**src/rtl/assert_macros.svh**
```systemverilog
// ----------------------------------------------------------------------------
// assert_macros.svh
// Assertion helpers shared by the RTL, empty under synthesis.
// ----------------------------------------------------------------------------
`ifndef ASSERT_MACROS_SVH
`define ASSERT_MACROS_SVH
`ifndef SYNTHESIS
`define ASSERT_CLK(label, clk, rst_n, prop, msg) \
	label: assert property (@(posedge clk) disable iff (!rst_n) prop) else $error(msg);
`define ASSERT_NEXT(label, clk, rst_n, ante, cons, msg) \
	label: assert property (@(posedge clk) disable iff (!rst_n) (ante) |=> (cons)) else $error(msg);
`else
`define ASSERT_CLK(label, clk, rst_n, prop, msg)
`define ASSERT_NEXT(label, clk, rst_n, ante, cons, msg)
`endif
`endif

```
**src/rtl/cppd_pkg.sv**
```systemverilog
// ----------------------------------------------------------------------------
// cppd_pkg
// Shared types and constants of the cardiac phase peak detector.
// ----------------------------------------------------------------------------
package cppd_pkg;
	localparam int MAX_HISTORY = 128;
	localparam int HIST_AW = $clog2(MAX_HISTORY);
	localparam int CNT_W = HIST_AW + 1;
	localparam int AREA_W = 20;
	localparam int TOTAL_W = AREA_W + CNT_W - 1;
	localparam int OFS_W = 8;
	localparam int MARK_LIMIT = 128;

	localparam logic [1:0] REG_HIST_LEN = 2'd0;
	localparam logic [1:0] REG_SPAN = 2'd1;
	localparam logic [1:0] REG_GAP = 2'd2;
	localparam logic [1:0] REG_EXCL = 2'd3;

	typedef struct packed {
		logic [7:0] hist_len;
		logic [6:0] span;
		logic [6:0] gap;
		logic excl;
	} cfg_t;

	typedef struct packed {
		logic peak_found;
		logic [OFS_W-1:0] peak_offset;
		logic trough_found;
		logic [OFS_W-1:0] trough_offset;
		logic [15:0] history_max;
		logic [15:0] history_min;
		logic [AREA_W-1:0] history_mean;
	} result_t;
endpackage

```
**src/rtl/cardiac_phase_peak_detector.sv**
```systemverilog
// ----------------------------------------------------------------------------
// cardiac_phase_peak_detector
// Per-frame area statistics and end-diastole / end-systole peak picking.
// ----------------------------------------------------------------------------
// One item is handled at a time. Each item trims the oldest samples from the
// history (usually one) and appends the new one; then the history memory's
// single read port sweeps every held sample once, and a bit-serial divider
// forms the mean.
// A new item may be taken while the previous result still waits; that item
// only completes once the waiting result has been handed over.
`include "assert_macros.svh"
module cardiac_phase_peak_detector (
	input logic clk,
	input logic arst_n,
	input logic psel,
	input logic penable,
	input logic pwrite,
	input logic [3:0] paddr,
	input logic [31:0] pwdata,
	output logic [31:0] prdata,
	output logic pready,
	input logic s_tvalid,
	output logic s_tready,
	input logic [23:0] s_tdata, // [19:0] area_sample
	output logic m_tvalid,
	input logic m_tready,
	// [0] peak_found [8:1] peak_offset [9] trough_found [17:10] trough_offset
	// [33:18] history_max [49:34] history_min [69:50] history_mean
	output logic [71:0] m_tdata
);
	cppd_pkg::cfg_t cfg_q;
	cppd_pkg::result_t res;
	logic wr;
	logic [1:0] ridx;

	assign pready = 1'b1;
	assign wr = psel && penable && pwrite;
	assign ridx = paddr[3:2];

	always_ff @(posedge clk or negedge arst_n) begin
		if (!arst_n) begin
			cfg_q.hist_len <= 8'd101;
			cfg_q.span <= 7'd30;
			cfg_q.gap <= 7'd5;
			cfg_q.excl <= 1'b1;
		end else if (wr) begin
			case (ridx)
				cppd_pkg::REG_HIST_LEN: cfg_q.hist_len <= pwdata[7:0];
				cppd_pkg::REG_SPAN: cfg_q.span <= pwdata[6:0];
				cppd_pkg::REG_GAP: cfg_q.gap <= pwdata[6:0];
				cppd_pkg::REG_EXCL: cfg_q.excl <= pwdata[0];
				default: ;
			endcase
		end
	end

	always_comb begin
		case (ridx)
			cppd_pkg::REG_HIST_LEN: prdata = {24'd0, cfg_q.hist_len};
			cppd_pkg::REG_SPAN: prdata = {25'd0, cfg_q.span};
			cppd_pkg::REG_GAP: prdata = {25'd0, cfg_q.gap};
			cppd_pkg::REG_EXCL: prdata = {31'd0, cfg_q.excl};
			default: prdata = '0;
		endcase
	end

	cppd_core u_core (
		.clk(clk), .arst_n(arst_n), .cfg(cfg_q),
		.in_valid(s_tvalid), .in_ready(s_tready), .in_area(s_tdata[19:0]),
		.res_valid(m_tvalid), .res_ready(m_tready), .res(res)
	);

	assign m_tdata = {2'b00, res.history_mean, res.history_min, res.history_max,
		res.trough_offset, res.trough_found, res.peak_offset, res.peak_found};

	`ASSERT_CLK(a_excl, clk, arst_n, !(m_tvalid && cfg_q.excl && m_tdata[0] && m_tdata[9]), "both phases reported in exclusive mode")
	`ASSERT_NEXT(a_hold, clk, arst_n, m_tvalid && !m_tready, m_tvalid && $stable(m_tdata), "result changed while stalled")
	`ASSERT_NEXT(a_seq, clk, arst_n, s_tvalid && s_tready, !s_tready, "new item taken while busy")
endmodule

```
**src/rtl/cppd_ram.sv**
```systemverilog
// ----------------------------------------------------------------------------
// cppd_ram
// Simple dual-port RAM, one write and one registered read port.
// ----------------------------------------------------------------------------
module cppd_ram #(
	parameter int DEPTH = 128,
	parameter int WIDTH = 20,
	parameter int AW = $clog2(DEPTH)
) (
	input logic clk,
	input logic we,
	input logic [AW-1:0] waddr,
	input logic [WIDTH-1:0] wdata,
	input logic [AW-1:0] raddr,
	output logic [WIDTH-1:0] rdata
);
	logic [WIDTH-1:0] mem [DEPTH];

	always_ff @(posedge clk) begin
		if (we) mem[waddr] <= wdata;
		rdata <= mem[raddr];
	end
endmodule

```
**src/rtl/cppd_div.sv**
```systemverilog
// ----------------------------------------------------------------------------
// cppd_div
// Restoring divider, one quotient bit per cycle.
// ----------------------------------------------------------------------------
module cppd_div (
	input logic clk,
	input logic arst_n,
	input logic start,
	input logic [cppd_pkg::TOTAL_W-1:0] dividend,
	input logic [cppd_pkg::CNT_W-1:0] divisor,
	output logic busy,
	output logic [cppd_pkg::TOTAL_W-1:0] quotient
);
	localparam int CW = $clog2(cppd_pkg::TOTAL_W + 1);
	logic [CW-1:0] cnt_q;
	logic [cppd_pkg::TOTAL_W-1:0] quo_q;
	logic [cppd_pkg::CNT_W:0] rem_q;
	logic [cppd_pkg::CNT_W-1:0] dsr_q;
	logic [cppd_pkg::CNT_W:0] trial;

	assign trial = {rem_q[cppd_pkg::CNT_W-1:0], quo_q[cppd_pkg::TOTAL_W-1]};
	assign busy = (cnt_q != '0);
	assign quotient = quo_q;

	always_ff @(posedge clk or negedge arst_n) begin
		if (!arst_n) begin
			cnt_q <= '0;
		end else if (start) begin
			cnt_q <= CW'(cppd_pkg::TOTAL_W);
		end else if (busy) begin
			cnt_q <= cnt_q - 1'b1;
		end
	end

	always_ff @(posedge clk) begin
		if (start) begin
			quo_q <= dividend;
			rem_q <= '0;
			dsr_q <= divisor;
		end else if (busy) begin
			if (trial >= {1'b0, dsr_q}) begin
				rem_q <= trial - {1'b0, dsr_q};
				quo_q <= {quo_q[cppd_pkg::TOTAL_W-2:0], 1'b1};
			end else begin
				rem_q <= trial;
				quo_q <= {quo_q[cppd_pkg::TOTAL_W-2:0], 1'b0};
			end
		end
	end
endmodule

```
**src/rtl/cppd_core.sv**
```systemverilog
// ----------------------------------------------------------------------------
// cppd_core
// Sequencer: trims, appends, scans the history memory, divides, decides.
// ----------------------------------------------------------------------------
module cppd_core (
	input logic clk,
	input logic arst_n,
	input cppd_pkg::cfg_t cfg,
	input logic in_valid,
	output logic in_ready,
	input logic [cppd_pkg::AREA_W-1:0] in_area,
	output logic res_valid,
	input logic res_ready,
	output cppd_pkg::result_t res
);
	localparam int AW = cppd_pkg::HIST_AW;
	localparam int CW = cppd_pkg::CNT_W;
	localparam int AWD = cppd_pkg::AREA_W;

	typedef enum logic [6:0] {
		ST_IDLE = 7'b0000001,
		ST_TRIM = 7'b0000010,
		ST_TRIMW = 7'b0000100,
		ST_WRITE = 7'b0001000,
		ST_SCAN = 7'b0010000,
		ST_DIV = 7'b0100000,
		ST_DONE = 7'b1000000
	} state_t;

	state_t state_q;
	logic [AW-1:0] oldest_q;
	logic [CW-1:0] fill_q;
	logic [cppd_pkg::TOTAL_W-1:0] total_q;
	logic signed [8:0] pmark_q, tmark_q;
	logic [AWD-1:0] area_q;
	logic [CW-1:0] limit;
	logic [CW-1:0] k_q;
	logic rd_ok_s1;
	logic [CW-1:0] k_s1;
	logic [AWD-1:0] hi_q, lo_q, w0_q, w1_q;
	logic [1:0] wcnt_q;
	logic have_p_q, have_t_q;
	logic [AWD-1:0] pval_q, tval_q;
	logic [CW-1:0] pidx_q, tidx_q;
	logic signed [CW:0] last_v;
	logic [CW-1:0] last_idx;
	logic div_start, div_busy, div_started_q;
	logic [cppd_pkg::TOTAL_W-1:0] quot;
	logic we;
	logic [AW-1:0] waddr, raddr;
	logic [AWD-1:0] wdata, rdata;
	logic out_valid_q;
	cppd_pkg::result_t res_q;

	cppd_ram #(.DEPTH(cppd_pkg::MAX_HISTORY), .WIDTH(AWD)) u_ram (
		.clk(clk), .we(we), .waddr(waddr), .wdata(wdata), .raddr(raddr), .rdata(rdata)
	);

	cppd_div u_div (
		.clk(clk), .arst_n(arst_n), .start(div_start), .dividend(total_q),
		.divisor(fill_q), .busy(div_busy), .quotient(quot)
	);

	always_comb begin
		if (cfg.hist_len < 8'd3) limit = CW'(3);
		else if ({1'b0, cfg.hist_len} > 9'(cppd_pkg::MAX_HISTORY))
			limit = CW'(cppd_pkg::MAX_HISTORY);
		else limit = CW'(cfg.hist_len);
		last_v = $signed({1'b0, fill_q}) - $signed((CW+1)'(cfg.span));
		if (last_v < 1) last_idx = CW'(1);
		else last_idx = last_v[CW-1:0];
	end

	assign we = (state_q == ST_WRITE);
	assign waddr = AW'(oldest_q + fill_q[AW-1:0]);
	assign wdata = area_q;
	assign raddr = (state_q == ST_TRIM) ? oldest_q : AW'(oldest_q + k_q[AW-1:0]);
	assign div_start = (state_q == ST_DIV) && !div_started_q;
	assign in_ready = (state_q == ST_IDLE);
	assign res_valid = out_valid_q;
	assign res = res_q;

	// candidate index in w1 when rdata holds index k_s1
	logic [CW-1:0] cidx;
	logic signed [8:0] pcand, tcand, pm_age, tm_age;
	logic pok, tok;
	assign cidx = k_s1 - CW'(1);

	function automatic logic signed [8:0] age(input logic signed [8:0] m,
		input logic [CW-1:0] fill);
		logic signed [8:0] n;
		n = m - 9'sd1;
		if (m >= 0) return m;
		if ((-n) >= $signed({1'b0, 8'(fill)}) || (-n) >= 9'sd128) return 9'sd1;
		return n;
	endfunction

	always_comb begin
		pm_age = age(pmark_q, fill_q);
		tm_age = age(tmark_q, fill_q);
		pcand = $signed({1'b0, 8'(pidx_q)}) - $signed({1'b0, 8'(fill_q)});
		tcand = $signed({1'b0, 8'(tidx_q)}) - $signed({1'b0, 8'(fill_q)});
		pok = have_p_q && (pm_age >= 0 || pcand > pm_age + $signed({2'b0, cfg.gap}));
		tok = have_t_q && (tm_age >= 0 || tcand > tm_age + $signed({2'b0, cfg.gap}));
	end

	always_ff @(posedge clk or negedge arst_n) begin
		if (!arst_n) begin
			state_q <= ST_IDLE;
			oldest_q <= '0;
			fill_q <= '0;
			total_q <= '0;
			pmark_q <= 9'sd1;
			tmark_q <= 9'sd1;
			out_valid_q <= 1'b0;
			div_started_q <= 1'b0;
			rd_ok_s1 <= 1'b0;
		end else begin
			if (out_valid_q && res_ready) out_valid_q <= 1'b0;
			rd_ok_s1 <= (state_q == ST_SCAN) && (k_q < fill_q);
			case (state_q)
				ST_IDLE: begin
					if (in_valid) state_q <= ST_TRIM;
				end
				ST_TRIM: begin
					if (fill_q >= limit) state_q <= ST_TRIMW;
					else state_q <= ST_WRITE;
				end
				ST_TRIMW: begin
					total_q <= total_q - cppd_pkg::TOTAL_W'(rdata);
					oldest_q <= oldest_q + 1'b1;
					fill_q <= fill_q - 1'b1;
					state_q <= ST_TRIM;
				end
				ST_WRITE: begin
					fill_q <= fill_q + 1'b1;
					total_q <= total_q + cppd_pkg::TOTAL_W'(area_q);
					state_q <= ST_SCAN;
				end
				ST_SCAN: begin
					if (k_q >= fill_q && !rd_ok_s1) state_q <= ST_DIV;
				end
				ST_DIV: begin
					if (div_started_q && !div_busy && !out_valid_q) begin
						div_started_q <= 1'b0;
						out_valid_q <= 1'b1;
						state_q <= ST_IDLE;
						pmark_q <= pok ? pcand : pm_age;
						tmark_q <= tok ? tcand : tm_age;
					end else begin
						div_started_q <= 1'b1;
					end
				end
				default: state_q <= ST_IDLE;
			endcase
		end
	end

	always_ff @(posedge clk) begin
		k_s1 <= k_q;
		if (state_q == ST_IDLE) area_q <= in_area;
		if (state_q == ST_WRITE) begin
			k_q <= '0;
			hi_q <= '0;
			lo_q <= '1;
			wcnt_q <= '0;
			have_p_q <= 1'b0;
			have_t_q <= 1'b0;
		end
		if (state_q == ST_SCAN) begin
			if (k_q < fill_q) k_q <= k_q + 1'b1;
			if (rd_ok_s1) begin
				if (rdata > hi_q) hi_q <= rdata;
				if (rdata < lo_q) lo_q <= rdata;
				w0_q <= w1_q;
				w1_q <= rdata;
				if (wcnt_q != 2'd2) wcnt_q <= wcnt_q + 1'b1;
				// window: w0 = cidx-1, w1 = cidx, rdata = cidx+1
				if (wcnt_q == 2'd2 && cidx >= last_idx && cidx <= fill_q - CW'(2)) begin
					if (w0_q < w1_q && rdata < w1_q && (!have_p_q || w1_q >= pval_q)) begin
						have_p_q <= 1'b1;
						pval_q <= w1_q;
						pidx_q <= cidx;
					end
					if (w0_q > w1_q && rdata > w1_q && (!have_t_q || w1_q <= tval_q)) begin
						have_t_q <= 1'b1;
						tval_q <= w1_q;
						tidx_q <= cidx;
					end
				end
			end
		end
		if (state_q == ST_DIV && div_started_q && !div_busy && !out_valid_q) begin
			res_q.peak_found <= pok && !(cfg.excl && tok && !(pcand > tcand));
			res_q.trough_found <= tok && !(cfg.excl && pok && (pcand > tcand));
			res_q.peak_offset <= (pok && !(cfg.excl && tok && !(pcand > tcand)))
				? pcand[7:0] : '0;
			res_q.trough_offset <= (tok && !(cfg.excl && pok && (pcand > tcand)))
				? tcand[7:0] : '0;
			res_q.history_max <= hi_q[AWD-1:4];
			res_q.history_min <= lo_q[AWD-1:4];
			res_q.history_mean <= quot[AWD-1:0];
		end
	end
endmodule
```
**config.mk**
```make
export PLATFORM = sky130hd
export DESIGN_NAME = cardiac_phase_peak_detector
export DESIGN_NICKNAME = d
export VERILOG_FILES = /design/src/rtl/cppd_pkg.sv /design/src/rtl/cardiac_phase_peak_detector.sv /design/src/rtl/cppd_ram.sv /design/src/rtl/cppd_div.sv /design/src/rtl/cppd_core.sv
export VERILOG_INCLUDE_DIRS = /design/src /design/src/rtl
export SDC_FILE = /design/constraint.sdc
export NUM_CORES = 2
export LEC_CHECK = 0
export ABC_CLOCK_PERIOD_IN_PS = 17700
export CORE_MARGIN = 2
export CORE_UTILIZATION = 66
export CTS_CLUSTER_SIZE = 24
export DETAILED_ROUTE_END_ITERATION = 8
export DONT_BUFFER_PORTS = 1
export GPL_TIMING_DRIVEN = 0
export PLACE_DENSITY = 0.79
export SLEW_MARGIN = 20
export SYNTH_ARGS = -nofsm -noshare
export SYNTH_HDL_FRONTEND = slang
export SYNTH_HIERARCHICAL = 1
export SYNTH_SLANG_ARGS = --single-unit
```
**constraint.sdc**
```tcl
create_clock -name clk -period 17.7 [get_ports clk]
set_input_delay 1.77 -clock clk [delete_from_list [all_inputs] [get_ports clk]]
set_output_delay 1.77 -clock clk [all_outputs]
set_load 0.1 [all_outputs]
```
==> impl_metrics.toml <==
[critical_path]
crit_slowest_cell = "dfstp_2"
crit_path_end_kind = "register"
reg2reg_depth = 32
cp_data_required_time_ns = 18.49
arrival_ns = 8.31
cp_top_family = "compound AO/OA/AOI/OAI gates"
timing.rr.start = "u_core/pmark_q[0]"
critical_path_class = "register to register"
r2r-end = "u_core/pmark_q[1]"
cp_max_fo = 10
cp-start-kind = "register"
max_stage_delay_ns = 0.55
r2r_setup_slack_ns = 10.18
critical_path_buf_inv_count = 4

[cells_and_area]
layout-drive-gt1-share_pct = 27.33
area_growth_syn_to_layout_pct = 13.82
final_nets = 6993
post-route-util_pct = 75.75
instances_no_fill = 9333

[logic_synthesis]
synth_commonest_cells = "2781 x edfxtp_1, 841 x mux4_2, 300 x ha_1, 283 x nor2_1, 210 x inv_1"
netlist_area_um2 = 122100
ys_warn_count = 6
synthFlopType = "edfxtp_1"
yosys.cell_count.top_type = "edfxtp_1"
syn-instance-count = 6099
synth_edf_count = 2781
ys_async_sr_fraction_pct = 3.270
synth_area_leaders = "edfxtp_1 68%, mux4_2 16%, ha_1 3.1%"
avgSynthCellArea_um2 = 20.02
yosys_register_bits = 2966
synth.top_cell.area_share_pct = 68.39
ys_seq_area_share_pct = 71.84
synth_top_area_cell = "edfxtp_1"
synth.distinct_cells = 95

[flow_run]
cap_violations = 0

[worst_hold_path]
hold_start = "u_core/k_q[7]"
hp-class = "register to register"
whs_endpoint = "u_core/k_s1[7]"
hold_depth = 0

[cts]
ctsRootBufferMaster = "clkbuf_16"
clk_latency_ns = 0.98
postCtsHoldBufs = 0
post_cts_resized = 0
htree_levels = 5
numClockSinks = 2966
cts_tree = "done"
post_cts_buffers = 0
numCtsBuffers = 303
path_clk_slew_ns = 0.06
clk_path_buf_depth = 4

[routing]
drc = 0
firstDrtPassIters = 6
drt_iter0_drc = 10630
routed_wl_mm = 358.4
vias = 68200
wl_per_cell_um = 38.40
ant_nets = 0
via_per_inst = 7.307

[timing]
slew_headroom_pct = 4.791
setup_tns_ns = 0
slew_viol_final = 0
rsz0062_at_grt = "false"
skew_ns = 0.07528
fin_crit_sh_pct = 42.47
setup_viol = 0
max_slew.worst_pin.slew_ns = 1.423
finalCriticalPeriod_ns = 7.516
hold_viol_final = 0
fmax_mhz = 133.0

[outcome]
status = "completed"

[die]
io_pins = 174
die_w_um = 434.1
start_util_pct = 66.55
die_y_um = 434.1
row_count = 157
core_area_um2 = 183500
dieArea_um2 = 188500

[placement]
dp_hpwl_mm = 214.3
io_buffers = 0
place.gp.congestion = 1.012
dp.cells = 8774

[grt]
grt_overflow = 0
grt_first_pass_wirelength_mm = 508.3
grt_max_degree = 98
antenna_found_initial = 39
track_usage_pct = 38.82
grt_pass1_vias = 67410

[pwr]
p_per_area_nw_per_um2 = 204.4
ir_drop_mv = 0.1911
p_leak_nw = 45.95
## layer usage
layer,global-route usage [%],part of all wire (%),vias to the layer above
li1,-,-,25970
met1,50.45,32,34960
met2,60.77,48,6004
met3,10.60,13,1234
met4,20.46,6.4,30
met5,0,0.059,-
## cells in the final DEF (no fill, tap or decap), types with 50 or more instances in the layout
cell type and instances:
clkbuf_16 307, o21ai_0 82, clkbuf_1 196, buf_2 74, mux4_2 841, clkinv_1 70, a21oi_1 156, buf_8 114
inv_1 208, xor2_1 56, nor2_4 99, dfxtp_1 88, a21o_1 90, xnor2_1 73, nor2_1 164, mux2_2 92
nand2_1 148, edfxtp_1 2781, dfrtp_1 83, ha_1 300, nand3_1 50
## layout make-up
cell class / instances / area [um2]
Inverter: 212 / 795.8
Buffer: 287 / 1355
Sequential cell: 2966 / 87720
Multi-Input combinational cell: 2659 / 33290
Tap cell: 2464 / 3083
Antenna cell: 24 / 60.06
Fill cell: 9184 / 44500
Clock buffer: 356 / 7906
Timing Repair Buffer: 187 / 3014
Clock inverter: 178 / 1758
## stage by stage
stage          hold slack (ns)  instance area [um2]  power, mW  setup WS (ns)
3_5_place_dp            0.3879               129200      21.09          10.34
2_1_floorplan           0.3676               122200      16.46          11.13
3_3_place_gp            0.3916               125300      20.38          7.977
5_1_grt                 0.4120               138900      28.86          9.754
6_report                0.4003               139000      28.40          10.18
4_1_cts                 0.4009               138900      27.97          10.31
## flip-flops by register name, summed over array words and instances, names as in the netlist, 9 cells and up
signal and flops:
u_core/u_ram/mem 2560, u_core/res 70, u_core/pval_q 20, u_core/w0_q 20, u_core/pmark_q 9, u_core/w1_q 20, u_core/lo_q 20, u_core/tval_q 20
cfg_q 23, u_core/total_q 27, u_core/u_ram/rdata 20, u_core/tmark_q 9, u_core/hi_q 20, u_core/area_q 20, u_core/u_div/quotient 27
## kinds of logic (layout without fill, tap and decap cells)
family	after synthesis	in the layout	synth area share [%]
AO/OA/AOI/OAI	503	503	2.709
XOR/XNOR	135	135	0.9806
adder cells (fa/ha/maj)	310	310	3.238
buffers and inverters	499	1220	1.736
flip-flops	2966	2966	71.84
multiplexers	971	971	16.71
other	2	51	0.006151
AND/OR/NAND/NOR	713	713	2.780
## worst max-delay path by stage
stage                 startpoint                end  slack, ns  cells after the start
6_report       u_core/pmark_q[0]  u_core/pmark_q[1]      10.18                     32
5_1_grt        u_core/pmark_q[0]  u_core/pmark_q[1]       9.75                     32
4_1_cts        u_core/pmark_q[0]  u_core/pmark_q[1]      10.31                     32
3_5_place_dp   u_core/pmark_q[0]  u_core/pmark_q[1]      10.34                     32
3_3_place_gp    u_core/fill_q[1]   u_core/pidx_q[0]       7.98                     20
2_1_floorplan   u_core/fill_q[0]   u_core/pidx_q[0]      11.13                     21
## worst reg2reg max path, delay by kind of cell (launching register included)
family | cells | cell delay [ns]
compound gates | 15 | 3.00
simple gates | 6 | 1.41
fa+ha+maj | 4 | 0.97
buf+inv | 4 | 0.90
xor+xnor | 3 | 0.57
flops | 1 | 0.55
## where the power goes
| part | switching [mW] | internal (mW) | total [mW] |
|---|---|---|---|
| Sequential | 0.363 | 8.66 | 9.03 |
| Clock | 2.75 | 3.68 | 6.43 |
| Combinational | 7.72 | 5.22 | 12.9 |
| Total | 10.8 | 17.6 | 28.4 |
Note: power is estimated with default switching activity, not from simulation.
